## src/rtl/tpet_pkg.sv

```systemverilog
// ---------------------------------------------------------------------------
// tpet_pkg: shared types and constants for the pattern event transcoder
// Request/result payloads, queue entry layout and the effect remap function.
// ---------------------------------------------------------------------------
`default_nettype none

package tpet_pkg;

   // Default depth of the queue between the parser and the byte emitter
   localparam int QUEUE_DEPTH = 4;

   // Header bits and masks
   localparam logic [4:0] CHAN_MASK    = 5'h1F;
   localparam logic [4:0] FX_VOLUME    = 5'h0C;
   localparam logic [7:0] PARAM_CLAMP  = 8'hDF;
   localparam logic [7:0] PARAM_LIMIT  = 8'hE0;
   localparam logic [3:0] EXT_FINEVOL  = 4'hA;
   localparam logic [3:0] PAN_SUB      = 4'h8;
   localparam logic [7:0] PAN_BASE     = 8'h80;

   // Source effect numbers (low five bits)
   localparam logic [4:0] SRC_NONE     = 5'h00;
   localparam logic [4:0] SRC_PORTUP   = 5'h01;
   localparam logic [4:0] SRC_PORTDN   = 5'h02;
   localparam logic [4:0] SRC_TONEPORT = 5'h03;
   localparam logic [4:0] SRC_VIBRATO  = 5'h04;
   localparam logic [4:0] SRC_TPVOL    = 5'h05;
   localparam logic [4:0] SRC_VIBVOL   = 5'h06;
   localparam logic [4:0] SRC_TREMOLO  = 5'h07;
   localparam logic [4:0] SRC_TREMOR   = 5'h08;
   localparam logic [4:0] SRC_OFFSET   = 5'h09;
   localparam logic [4:0] SRC_VOLSLIDE = 5'h0A;
   localparam logic [4:0] SRC_JUMP     = 5'h0B;
   localparam logic [4:0] SRC_BREAK    = 5'h0D;
   localparam logic [4:0] SRC_EXT      = 5'h0E;
   localparam logic [4:0] SRC_SPEED    = 5'h0F;
   localparam logic [4:0] SRC_ARP      = 5'h10;
   localparam logic [4:0] SRC_CHANGE   = 5'h11;
   localparam logic [4:0] SRC_RETRIG   = 5'h12;
   localparam logic [4:0] SRC_GVOL     = 5'h13;
   localparam logic [4:0] SRC_FINEVIB  = 5'h14;
   localparam logic [4:0] SRC_SPECIAL  = 5'h1E;
   localparam logic [4:0] SRC_TEMPO    = 5'h1F;

   // Target effect codes
   localparam logic [4:0] FX_NONE = 5'd0;
   localparam logic [4:0] FX_A    = 5'd1;
   localparam logic [4:0] FX_B    = 5'd2;
   localparam logic [4:0] FX_C    = 5'd3;
   localparam logic [4:0] FX_D    = 5'd4;
   localparam logic [4:0] FX_E    = 5'd5;
   localparam logic [4:0] FX_F    = 5'd6;
   localparam logic [4:0] FX_G    = 5'd7;
   localparam logic [4:0] FX_H    = 5'd8;
   localparam logic [4:0] FX_I    = 5'd9;
   localparam logic [4:0] FX_J    = 5'd10;
   localparam logic [4:0] FX_K    = 5'd11;
   localparam logic [4:0] FX_L    = 5'd12;
   localparam logic [4:0] FX_O    = 5'd15;
   localparam logic [4:0] FX_Q    = 5'd17;
   localparam logic [4:0] FX_R    = 5'd18;
   localparam logic [4:0] FX_S    = 5'd19;
   localparam logic [4:0] FX_T    = 5'd20;
   localparam logic [4:0] FX_U    = 5'd21;
   localparam logic [4:0] FX_V    = 5'd22;

   // Extended sub-effect tables, indexed by the param's high nibble
   localparam logic [4:0] EXT_FX [16] = '{
      FX_S, FX_F, FX_E, FX_S, FX_S, FX_S, FX_S, FX_S,
      FX_F, FX_E, FX_D, FX_D, FX_S, FX_S, FX_S, FX_S
   };
   localparam logic [7:0] EXT_BASE [16] = '{
      8'h00, 8'hF0, 8'hF0, 8'h10, 8'h30, 8'h20, 8'hB0, 8'h40,
      8'hE0, 8'hE0, 8'h0F, 8'hF0, 8'hC0, 8'hD0, 8'hE0, 8'hF0
   };

   // Request and result payloads
   typedef struct packed {
      logic [7:0] in_byte;
      logic       pattern_end;
   } req_type;

   typedef struct packed {
      logic [7:0] out_byte;
      logic       run_last;
      logic       pattern_done;
   } rsp_type;

   // One queue entry: an optional event and an optional trailing header byte
   typedef struct packed {
      logic       evt_valid;
      logic [4:0] evt_chan;
      logic       has_note;
      logic       has_vol;
      logic       has_eff;
      logic [7:0] note;
      logic [7:0] sample;
      logic [7:0] vol;
      logic [4:0] eff;
      logic [7:0] param;
      logic       extra_valid;
      logic [4:0] extra_chan;
      logic       done;
   } qentry_type;

   typedef struct packed {
      logic [4:0] eff;
      logic [7:0] param;
   } remap_type;

   // Map a source effect and its param onto the target effect set
   function automatic remap_type remap_effect(input logic [4:0] fx, input logic [7:0] p);
      remap_type  r;
      logic [3:0] hi;
      logic [3:0] lo;
      hi = p[7:4];
      lo = p[3:0];
      r.eff   = FX_NONE;
      r.param = p;
      unique case (fx)
         SRC_NONE:     r.eff = FX_NONE;
         SRC_PORTUP: begin
            r.eff = FX_F;
            if (p >= PARAM_LIMIT) r.param = PARAM_CLAMP;
         end
         SRC_PORTDN: begin
            r.eff = FX_E;
            if (p >= PARAM_LIMIT) r.param = PARAM_CLAMP;
         end
         SRC_TONEPORT: r.eff = FX_G;
         SRC_VIBRATO:  r.eff = FX_H;
         SRC_TPVOL:    r.eff = FX_L;
         SRC_VIBVOL:   r.eff = FX_K;
         SRC_TREMOLO:  r.eff = FX_R;
         SRC_TREMOR:   r.eff = FX_I;
         SRC_OFFSET:   r.eff = FX_O;
         SRC_VOLSLIDE: r.eff = FX_D;
         SRC_JUMP:     r.eff = FX_B;
         SRC_BREAK:    r.eff = FX_C;
         SRC_EXT: begin
            r.eff = EXT_FX[hi];
            if (hi == EXT_FINEVOL) r.param = {lo, 4'hF};
            else r.param = 8'(EXT_BASE[hi] + {4'b0, lo});
         end
         SRC_SPEED:    r.eff = FX_A;
         SRC_ARP:      r.eff = FX_J;
         SRC_CHANGE:   r.eff = FX_NONE;
         SRC_RETRIG:   r.eff = FX_Q;
         SRC_GVOL:     r.eff = FX_V;
         SRC_FINEVIB:  r.eff = FX_U;
         SRC_SPECIAL: begin
            if (hi == PAN_SUB) begin
               r.eff   = FX_S;
               r.param = PAN_BASE + {4'b0, lo};
            end else begin
               r.eff = FX_NONE;
            end
         end
         SRC_TEMPO:    r.eff = FX_T;
         default: begin
            // volume number and unassigned numbers map to nothing
            r.eff   = FX_NONE;
            r.param = 8'h00;
         end
      endcase
      return r;
   endfunction

endpackage

`default_nettype wire

```

## src/rtl/tpet_front.sv

```systemverilog
// ---------------------------------------------------------------------------
// tpet_front: pattern byte parser
// Accepts one source byte per cycle while accept is high, tracks the event being
// assembled and pushes finished events (plus any trailing header byte) into the queue.
// ---------------------------------------------------------------------------
`default_nettype none

module tpet_front (
   input  wire logic                 clock,
   input  wire logic                 reset,
   input  wire logic                 accept,
   input  wire tpet_pkg::req_type    req_data,
   output logic                      q_push,
   output tpet_pkg::qentry_type      q_entry
);

   typedef enum logic [4:0] {
      PH_WAIT    = 5'b00001,
      PH_NOTE    = 5'b00010,
      PH_SAMPLE  = 5'b00100,
      PH_FXNUM   = 5'b01000,
      PH_FXPARAM = 5'b10000
   } phase_type;

   typedef struct packed {
      logic note;
      logic fx_flag;
      logic vol;
      logic eff;
   } flags_type;

   // Control state
   phase_type  phase_ff, phase_in;
   flags_type  flags_ff, flags_in, flags_upd;
   logic [4:0] chan_ff, chan_in;
   logic [5:0] held_ff, held_in;

   // Event payload
   logic [7:0] note_ff, note_in;
   logic [7:0] sample_ff, sample_in;
   logic [7:0] vol_ff, vol_in;
   logic [4:0] eff_ff, eff_in;
   logic [7:0] param_ff, param_in;

   logic       close, take_hdr, conflict, hdr_emit, is_vol, end_i;
   logic [7:0] x;
   tpet_pkg::remap_type mapped;

   assign x        = req_data.in_byte;
   assign end_i    = req_data.pattern_end;
   assign is_vol   = (x[4:0] == tpet_pkg::FX_VOLUME);
   assign mapped   = tpet_pkg::remap_effect(held_ff[4:0], x);
   // a header byte goes out at once at pattern end or if it opens no part
   assign hdr_emit = (x == 8'h00) || !(x[5] || x[6]) || end_i;

   // Phase step
   always_comb begin
      phase_in  = phase_ff;
      flags_upd = flags_ff;
      chan_in   = chan_ff;
      held_in   = held_ff;
      note_in   = note_ff;
      sample_in = sample_ff;
      vol_in    = vol_ff;
      eff_in    = eff_ff;
      param_in  = param_ff;
      close     = 1'b0;
      take_hdr  = 1'b0;
      conflict  = 1'b0;
      unique case (phase_ff)
         PH_NOTE: begin
            note_in  = 8'({1'b0, x[6:0]} - 8'd1);
            phase_in = PH_SAMPLE;
         end
         PH_SAMPLE: begin
            sample_in      = x;
            flags_upd.note = 1'b1;
            if (flags_ff.fx_flag) phase_in = PH_FXNUM;
            else close = 1'b1;
         end
         PH_FXNUM: begin
            if (is_vol ? flags_ff.vol : flags_ff.eff) begin
               // second effect of a kind: close and reread as header
               close    = 1'b1;
               take_hdr = 1'b1;
               conflict = 1'b1;
            end else begin
               held_in  = x[5:0];
               phase_in = PH_FXPARAM;
            end
         end
         PH_FXPARAM: begin
            if (held_ff[4:0] == tpet_pkg::FX_VOLUME) begin
               flags_upd.vol = 1'b1;
               vol_in        = x;
            end else begin
               flags_upd.eff = 1'b1;
               eff_in        = mapped.eff;
               param_in      = mapped.param;
            end
            if (held_ff[5]) phase_in = PH_FXNUM;
            else close = 1'b1;
         end
         default: take_hdr = 1'b1;
      endcase

      // next control state after close, header and pattern end
      flags_in = flags_upd;
      if (close) begin
         flags_in = '0;
         phase_in = PH_WAIT;
      end
      if (take_hdr) begin
         chan_in          = x[4:0];
         flags_in         = '0;
         flags_in.fx_flag = x[6];
         if (x == 8'h00)  phase_in = PH_WAIT;
         else if (x[5])   phase_in = PH_NOTE;
         else if (x[6])   phase_in = PH_FXNUM;
         else             phase_in = PH_WAIT;
      end
      if (end_i) begin
         phase_in = PH_WAIT;
         flags_in = '0;
      end
   end

   // Queue entry
   always_comb begin
      q_entry.evt_chan    = chan_ff;
      q_entry.has_note    = flags_upd.note;
      q_entry.has_vol     = flags_upd.vol;
      q_entry.has_eff     = flags_upd.eff;
      q_entry.note        = note_in;
      q_entry.sample      = sample_in;
      q_entry.vol         = vol_in;
      q_entry.eff         = eff_in;
      q_entry.param       = param_in;
      q_entry.extra_chan  = x[4:0];
      q_entry.done        = end_i;
      if (take_hdr && !conflict) begin
         q_entry.evt_valid   = hdr_emit;
         q_entry.evt_chan    = x[4:0];
         q_entry.has_note    = 1'b0;
         q_entry.has_vol     = 1'b0;
         q_entry.has_eff     = 1'b0;
         q_entry.extra_valid = 1'b0;
      end else begin
         q_entry.evt_valid   = close || end_i;
         q_entry.extra_valid = take_hdr && hdr_emit;
      end
   end

   assign q_push = accept && (q_entry.evt_valid || q_entry.extra_valid);

   // Control registers
   always_ff @(posedge clock) begin
      if (reset) begin
         phase_ff <= PH_WAIT;
         flags_ff <= '0;
         chan_ff  <= '0;
         held_ff  <= '0;
      end else if (accept) begin
         phase_ff <= phase_in;
         flags_ff <= flags_in;
         chan_ff  <= chan_in;
         held_ff  <= held_in;
      end
   end

   // Payload registers
   always_ff @(posedge clock) begin
      if (accept) begin
         note_ff   <= note_in;
         sample_ff <= sample_in;
         vol_ff    <= vol_in;
         eff_ff    <= eff_in;
         param_ff  <= param_in;
      end
   end

   // Held parts only exist while effect pairs are being read
   a_held_in_fx: assert property (@(posedge clock) disable iff (reset)
      (flags_ff.note || flags_ff.vol || flags_ff.eff)
         |-> (phase_ff == PH_FXNUM || phase_ff == PH_FXPARAM))
      else $error("held event part outside effect phases");

   a_end_clears: assert property (@(posedge clock) disable iff (reset)
      (accept && end_i) |=> (phase_ff == PH_WAIT && flags_ff == '0))
      else $error("parser not idle after pattern end");

endmodule

`default_nettype wire

```

## src/rtl/tpet_fifo.sv

```systemverilog
// ---------------------------------------------------------------------------
// tpet_fifo: event queue
// Short queue of parsed events between the parser and the byte emitter.
// ---------------------------------------------------------------------------
`default_nettype none

module tpet_fifo #(
   parameter int DEPTH = tpet_pkg::QUEUE_DEPTH
) (
   input  wire logic                 clock,
   input  wire logic                 reset,
   input  wire logic                 wr_en,
   input  wire tpet_pkg::qentry_type wr_data,
   output logic                      full,
   input  wire logic                 rd_en,
   output tpet_pkg::qentry_type      rd_data,
   output logic                      empty
);

   localparam int PtrWidth   = (DEPTH > 1) ? $clog2(DEPTH) : 1;
   localparam int CountWidth = $clog2(DEPTH + 1);

   tpet_pkg::qentry_type store_ff [DEPTH];
   logic [PtrWidth-1:0]   wr_ptr_ff, wr_ptr_in;
   logic [PtrWidth-1:0]   rd_ptr_ff, rd_ptr_in;
   logic [CountWidth-1:0] count_ff, count_in;
   logic                  do_wr, do_rd;

   assign full    = (count_ff == CountWidth'(DEPTH));
   assign empty   = (count_ff == '0);
   assign do_wr   = wr_en && !full;
   assign do_rd   = rd_en && !empty;
   assign rd_data = store_ff[rd_ptr_ff];

   // Pointer and fill count
   always_comb begin
      wr_ptr_in = wr_ptr_ff;
      rd_ptr_in = rd_ptr_ff;
      count_in  = count_ff;
      if (do_wr) begin
         wr_ptr_in = (wr_ptr_ff == PtrWidth'(DEPTH - 1)) ? '0 : wr_ptr_ff + 1'b1;
      end
      if (do_rd) begin
         rd_ptr_in = (rd_ptr_ff == PtrWidth'(DEPTH - 1)) ? '0 : rd_ptr_ff + 1'b1;
      end
      if (do_wr && !do_rd) count_in = count_ff + 1'b1;
      else if (do_rd && !do_wr) count_in = count_ff - 1'b1;
   end

   always_ff @(posedge clock) begin
      if (reset) begin
         wr_ptr_ff <= '0;
         rd_ptr_ff <= '0;
         count_ff  <= '0;
      end else begin
         wr_ptr_ff <= wr_ptr_in;
         rd_ptr_ff <= rd_ptr_in;
         count_ff  <= count_in;
      end
   end

   // Entry storage
   always_ff @(posedge clock) begin
      if (do_wr) store_ff[wr_ptr_ff] <= wr_data;
   end

   a_count_bound: assert property (@(posedge clock) disable iff (reset)
      count_ff <= CountWidth'(DEPTH))
      else $error("queue fill count beyond depth");

   a_count_step: assert property (@(posedge clock) disable iff (reset)
      (do_wr && !do_rd) |=> (count_ff == $past(count_ff) + 1'b1))
      else $error("queue fill count missed a write");

endmodule

`default_nettype wire

```

## src/rtl/tpet_back.sv

```systemverilog
// ---------------------------------------------------------------------------
// tpet_back: byte emitter
// Takes queued events and writes their output bytes one per cycle into the
// result register while it is free or popped, and marks each request's last byte.
// ---------------------------------------------------------------------------
`default_nettype none

module tpet_back (
   input  wire logic                 clock,
   input  wire logic                 reset,
   input  wire tpet_pkg::qentry_type q_head,
   input  wire logic                 q_empty,
   output logic                      q_pop,
   output logic                      empty,
   input  wire logic                 pop,
   output tpet_pkg::rsp_type         rsp_data
);

   // slot order: header, note, sample, volume, effect, param, trailing header
   localparam int Slots = 7;

   tpet_pkg::qentry_type cur_ff, cur_in;
   logic [Slots-1:0]     rem_ff, rem_in, rem_after, low;
   logic                 out_valid_ff, out_valid_in;
   tpet_pkg::rsp_type    out_ff, out_in;
   logic                 advance, emit;
   logic [7:0]           byte_sel;
   logic [Slots-1:0]     head_mask;

   // Slots present in the queue head
   assign head_mask = {q_head.extra_valid,
                       q_head.has_eff, q_head.has_eff,
                       q_head.has_vol,
                       q_head.has_note, q_head.has_note,
                       q_head.evt_valid};

   assign advance   = !out_valid_ff || pop;
   assign emit      = advance && (rem_ff != '0);
   assign low       = rem_ff & (~rem_ff + 1'b1);
   assign rem_after = emit ? (rem_ff & ~low) : rem_ff;
   assign q_pop     = (rem_after == '0) && !q_empty;

   // Byte for the lowest pending slot
   always_comb begin
      priority if (rem_ff[0])
         byte_sel = {cur_ff.has_eff, cur_ff.has_vol, cur_ff.has_note, cur_ff.evt_chan};
      else if (rem_ff[1]) byte_sel = cur_ff.note;
      else if (rem_ff[2]) byte_sel = cur_ff.sample;
      else if (rem_ff[3]) byte_sel = cur_ff.vol;
      else if (rem_ff[4]) byte_sel = {3'b000, cur_ff.eff};
      else if (rem_ff[5]) byte_sel = cur_ff.param;
      else                byte_sel = {3'b000, cur_ff.extra_chan};
   end

   // Next entry, slot mask and result register
   always_comb begin
      cur_in       = cur_ff;
      rem_in       = rem_after;
      out_in       = out_ff;
      out_valid_in = out_valid_ff;
      if (q_pop) begin
         cur_in = q_head;
         rem_in = head_mask;
      end
      if (emit) begin
         out_valid_in        = 1'b1;
         out_in.out_byte     = byte_sel;
         out_in.run_last     = (rem_after == '0);
         out_in.pattern_done = (rem_after == '0) && cur_ff.done;
      end else if (pop) begin
         out_valid_in = 1'b0;
      end
   end

   always_ff @(posedge clock) begin
      if (reset) begin
         rem_ff       <= '0;
         out_valid_ff <= 1'b0;
      end else begin
         rem_ff       <= rem_in;
         out_valid_ff <= out_valid_in;
      end
   end

   always_ff @(posedge clock) begin
      cur_ff <= cur_in;
      out_ff <= out_in;
   end

   assign empty    = !out_valid_ff;
   assign rsp_data = out_ff;

   // the next entry is taken only once the current one has nothing left to send
   a_pop_nonempty: assert property (@(posedge clock) disable iff (reset)
      ((rem_ff != '0) && !emit) |-> !q_pop)
      else $error("queue popped while an event is still being sent");

endmodule

`default_nettype wire

```

## src/rtl/tracker_pattern_event_transcoder.sv

```systemverilog
// ---------------------------------------------------------------------------
// tracker_pattern_event_transcoder: packed pattern byte stream converter
// Parses packed source pattern events byte by byte and emits the packed
// target pattern bytes, remapping effects on the way.
// ---------------------------------------------------------------------------
//  channel   direction  handshake         payload
//  request   in         push / full       req_payload : in_byte, pattern_end
//  result    out        pop / empty       rsp_payload : out_byte, run_last,
//                                                       pattern_done
//
//  One request is taken per cycle while the event queue has room; the parser
//  finishes its work on the request in that cycle.
//  Result bytes leave the output register at one per cycle while pop is held;
//  a request yields zero to seven bytes.
//  full rises when QUEUE_DEPTH parsed events wait for the emitter.
//  Synchronous active-high reset clears parser, queue and output register.
// ---------------------------------------------------------------------------
`default_nettype none

module tracker_pattern_event_transcoder #(
   parameter int QUEUE_DEPTH = tpet_pkg::QUEUE_DEPTH
) (
   input  wire logic              clock,
   input  wire logic              reset,
   input  wire logic              push,
   output logic                   full,
   input  wire tpet_pkg::req_type req_payload,
   output logic                   empty,
   input  wire logic              pop,
   output tpet_pkg::rsp_type      rsp_payload
);

   logic                 accept;
   logic                 q_push, q_pop, q_full, q_empty;
   tpet_pkg::qentry_type q_entry, q_head;

   assign full   = q_full;
   assign accept = push && !q_full;

   // Parser
   tpet_front u_front (
      .clock    (clock),
      .reset    (reset),
      .accept   (accept),
      .req_data (req_payload),
      .q_push   (q_push),
      .q_entry  (q_entry)
   );

   // Event queue
   tpet_fifo #(
      .DEPTH (QUEUE_DEPTH)
   ) u_fifo (
      .clock   (clock),
      .reset   (reset),
      .wr_en   (q_push),
      .wr_data (q_entry),
      .full    (q_full),
      .rd_en   (q_pop),
      .rd_data (q_head),
      .empty   (q_empty)
   );

   // Byte emitter
   tpet_back u_back (
      .clock    (clock),
      .reset    (reset),
      .q_head   (q_head),
      .q_empty  (q_empty),
      .q_pop    (q_pop),
      .empty    (empty),
      .pop      (pop),
      .rsp_data (rsp_payload)
   );

   a_done_is_last: assert property (@(posedge clock) disable iff (reset)
      (!empty && rsp_payload.pattern_done) |-> rsp_payload.run_last)
      else $error("pattern end marked on a byte that does not close its request");

   a_reset_empty: assert property (@(posedge clock)
      reset |=> empty)
      else $error("result shown straight after reset");

endmodule

`default_nettype wire

```

## config.mk

```make
export PLATFORM = sky130hd
export DESIGN_NAME = tracker_pattern_event_transcoder
export DESIGN_NICKNAME = d
export VERILOG_FILES = /design/src/rtl/tpet_pkg.sv /design/src/rtl/tpet_front.sv /design/src/rtl/tpet_fifo.sv /design/src/rtl/tpet_back.sv /design/src/rtl/tracker_pattern_event_transcoder.sv
export SDC_FILE = /design/constraint.sdc
export NUM_CORES = 1
export LEC_CHECK = 0
export ABC_AREA = 1
export BUFFER_PORTS_ARGS = -buffer_cell sky130_fd_sc_hd__buf_2
export CELL_PAD_IN_SITES_DETAIL_PLACEMENT = 0
export CELL_PAD_IN_SITES_GLOBAL_PLACEMENT = 1
export CORE_MARGIN = 1.5
export CORE_UTILIZATION = 30
export CTS_BUF_LIST = sky130_fd_sc_hd__clkbuf_8
export DETAILED_ROUTE_END_ITERATION = 16
export PLACE_DENSITY_LB_ADDON = 0.1
export SETUP_SLACK_MARGIN = 0.15
export SYNTH_ARGS = -nofsm -noshare
export SYNTH_HDL_FRONTEND = slang
export SYNTH_SLANG_ARGS = --single-unit
```

## constraint.sdc

```tcl
create_clock -name clock -period 6.4 [get_ports clock]
set_input_delay 1.28 -clock clock [delete_from_list [all_inputs] [get_ports clock]]
set_output_delay 1.28 -clock clock [all_outputs]
set_load 0.1 [all_outputs]
```

==> flow_summary.yaml <==
outcome:
  status: "finished, final reports clean"
timing:
  setup_ws_ns: 2.67
  post-route-min-period_ns: 3.73
  clock_skew_ns: 0.0330
  finalCritPeriodShare_pct: 58.2
  drv_slew: 0
  finalSetupViolCount: 0
  slew-limit-headroom_pct: 27.9
  hold_violations: 0
  fin_setup_tns_ns: 0
  worst_slew_pin_slew_ns: 1.07
  rsz0062_at_grt: "no"
  max_freq_ghz: 0.268
worst_setup_path:
  r2r_end: "u_fifo.store_ff[0][3]"
  worstSetupPathType: "input port to flop"
  worstRegToRegCells: 9
  worstPathMaxFanout: 23
  path_cells: "buf_2 > clkinv_1 > ha_1 > nand2_1 > inv_1 > nand4_1 > nand3_2 > nand4_2 > nand3_4 > nor2_4 > buf_4"
  cp_slowest_cell: "nor2_4"
  end_kind: "flop"
  path_buf_inv: 4
  r2r-start: "u_front.phase_ff[2]"
  max_stage_delay_ns: 0.68
  reg2reg_setup_slack_ns: 3.17
  cp.depth: 11
  crit_family: "simple AND/OR/NAND/NOR gates"
  startpoint_type: "input port"
  crit_start: "req_payload[2]"
  endpoint: "u_fifo.store_ff[0][3]"
  crit_required_ns: 6.72
  arrival_ns: 4.04
floorplanning:
  pin_count: 25
  rows: 80
  start_util_pct: 30.6
  placeableCoreArea_mm2: 0.0479
  die_y_um: 224
  fp.dieW_um: 224
  dieArea_mm2: 0.0502
power:
  max-vdd-ir-drop_mv: 0.176
  total_power_mw: 7.04
  leakage_nw: 6.04
  pwr_density_cell_mw_per_mm2: 425
synth:
  syn-instance-count: 1280
  synth_warnings: 0
  syn_area_mm2: 0.0147
  ys_types: 45
  synth.ff_latch_count: 347
  synthArstFlopShare_pct: 0
  syn-num-nets: 1312
  ys.flop_type: "edfxtp_1"
  ys_seq_area_share_pct: 68.5
  synth_edf_count: 310
  synth.avg_cell_area_um2: 11.5
clocking:
  h-tree-depth: 2
  clock_path_buffers: 3
  cts_hold_buf: 0
  ctsResizeCount: 0
  cts-root-buf: "clkbuf_8"
  numCtsBuffers: 61
  clk_pin_slew_ns: 0.06
  cts_sinks: 347
  cts_tree: "done"
  postCtsSetupBuffers: 0
  insertion_delay_ns: 0.66
place:
  portBuffers: 24
  dp_cells: 1876
  gp_congestion: 0.785
  place_hpwl_um: 27000
  preCtsSetupSlack_ns: 1.95
run:
  cap_violations: 0
final_layout:
  ff_latch_area_mm2: 0.0101
  stdcell_count: 1983
  syn2layout_area_growth_pct: 12.9
  multi_input_area_mm2: 0.00405
  n_fill_cell: 4745
  nets: 1356
  drive_above_1_share_pct: 12.8
  diodes: 0
drt:
  num_vias: 9674
  drc_errors: 0
  ant_nets: 0
  drtIter0Drc: 595
  drt_pre_antenna_iters: 5
  routed_wl_um: 41000
  viasPerCell: 4.88
  routedWlPerCell_um: 20.7
global_route:
  grt_pass1_wl_um: 61300
  grt_usage_pct: 16.6
  antenna_found_initial: 1
  grt_pass1_vias: 9645
  grt_max_degree: 69
  grt_overflow: 0
min_path:
  worstHoldPathType: "flop to flop"
-- state kept, by name, indices dropped and copies added (netlist names), named ones only --
name                 cells
u_front.vol_ff           8
u_front.held_ff          6
u_back.rem_ff            7
u_fifo.store_ff        212
u_fifo.wr_ptr_ff         2
u_fifo.count_ff          3
u_front.param_ff         8
u_back.out_valid_ff      1
u_fifo.rd_ptr_ff         2
u_front.phase_ff         5
u_back.rsp_data         10
u_front.sample_ff        8
u_front.eff_ff           5
u_back.cur_ff           51
u_front.flags_ff         4
u_front.chan_ff          5
u_front.note_ff          8
-- per-stage QoR --
stage                     utilization (%)  hold WS (ns)  instance area, um^2
after detailed placement             32.1         0.470                15400
after CTS                            34.5         0.485                16600
after global placement               32.1         0.466                15400
after floorplan                         -         0.440                14700
final                                34.5         0.479                16600
after global routing                 34.5         0.514                16600
-- worst min-delay path by stage --
stage | slack (ns) | cells past startpoint | endpoint | startpoint
finish | 0.48 | 2 | u_front.flags_ff[1] | u_front.flags_ff[1]
global route | 0.51 | 2 | u_front.flags_ff[2] | u_front.flags_ff[2]
CTS | 0.49 | 2 | u_front.flags_ff[1] | u_front.flags_ff[1]
detailed placement | 0.47 | 2 | u_front.flags_ff[1] | u_front.flags_ff[1]
global placement | 0.47 | 2 | u_front.flags_ff[3] | u_front.flags_ff[3]
floorplan | 0.44 | 2 | u_front.held_ff[5] | u_front.held_ff[5]
-- synth_stat cells (6+ instances only) --
cell type / count / share of area, %
buf_2: 10 / 0.34
o211ai_1: 11 / 0.56
nand4_1: 15 / 0.64
buf_6: 6 / 0.46
clkbuf_1: 35 / 0.90
nor2_1: 176 / 4.5
ha_1: 17 / 1.4
nor3_1: 6 / 0.20
dfxtp_1: 37 / 5.0
o21ai_0: 166 / 5.7
nand2_1: 191 / 4.9
edfxtp_1: 310 / 63
nand2_2: 10 / 0.43
inv_2: 13 / 0.33
nand3_1: 43 / 1.5
o21ai_1: 6 / 0.20
inv_1: 69 / 1.8
nor2_2: 7 / 0.30
a21oi_1: 43 / 1.5
o22ai_1: 53 / 2.3
-- logic make-up (layout without fill, tap and decap cells) --
| group | after synthesis | after routing | synth area share (%) |
|---|---|---|---|
| fa+ha+maj | 19 | 19 | 1.72 |
| xor+xnor | 6 | 6 | 0.358 |
| buf+inv | 140 | 228 | 4.08 |
| compound gates | 303 | 303 | 11.5 |
| simple gates | 465 | 465 | 13.9 |
| flops | 347 | 347 | 68.5 |
-- area by class of cell --
| class | count | share of cell area, % |
|---|---|---|
| inverter | 84 | 1.90 |
| timing repair buffer | 37 | 1.31 |
| tap | 615 | 4.65 |
| sequential | 347 | 60.7 |
| clock inverter | 38 | 1.19 |
| multi-input combinational | 793 | 24.5 |
| clock buffer | 69 | 5.74 |
-- worst min-delay path, cell delays in order (launching register included) --
cell	delay, ns
dfxtp_1	0.32
a21oi_1	0.04
nor2_1	0.08
-- layout by cell type, fill, tap and decap left out, types with 2 or more instances in the layout --
cell type   count
nand2_2        10
o211a_1         4
edfxtp_1      310
clkinv_2        8
o21ai_1         6
nand3_2         3
fa_1            2
nand4_1        15
xnor2_1         2
nor2_1        172
xor2_1          4
buf_2          24
nor3_1          6
ha_1           17
nand2_1       191
nor2_2          7
inv_1          87
dfxtp_1        35
o31ai_1         3
clkbuf_8       69
o21ai_0       166
o211ai_1       11
o22ai_1        53
buf_4          13
o2111ai_1       2
clkinvlp_4      3
a21oi_1        43
nand3_4         2
a211oi_1        5
nand3_1        43
nand4_2         2
inv_2          16
a31oi_1         5
nor2_4          9
clkinv_1        6
-- metal layers --
metal  track usage (%)  vias to the layer above  wire length (um)
met2              26.0                      175             18500
met1              23.1                     4765             19900
li1                  -                     4660                 -
met4              5.45                        0              1130
met5                 0                        -                 0
met3              3.03                       74              1520
-- power breakdown --
part           internal (mW)  total, mW  switching (mW)  leakage (nW)
Sequential              3.09       3.28           0.185          3.17
Combinational          0.390       1.83            1.44          2.20
Clock                   1.02       1.93           0.911         0.666
Total                   4.50       7.04            2.54          6.04
Note: power is estimated with default switching activity, not from simulation.
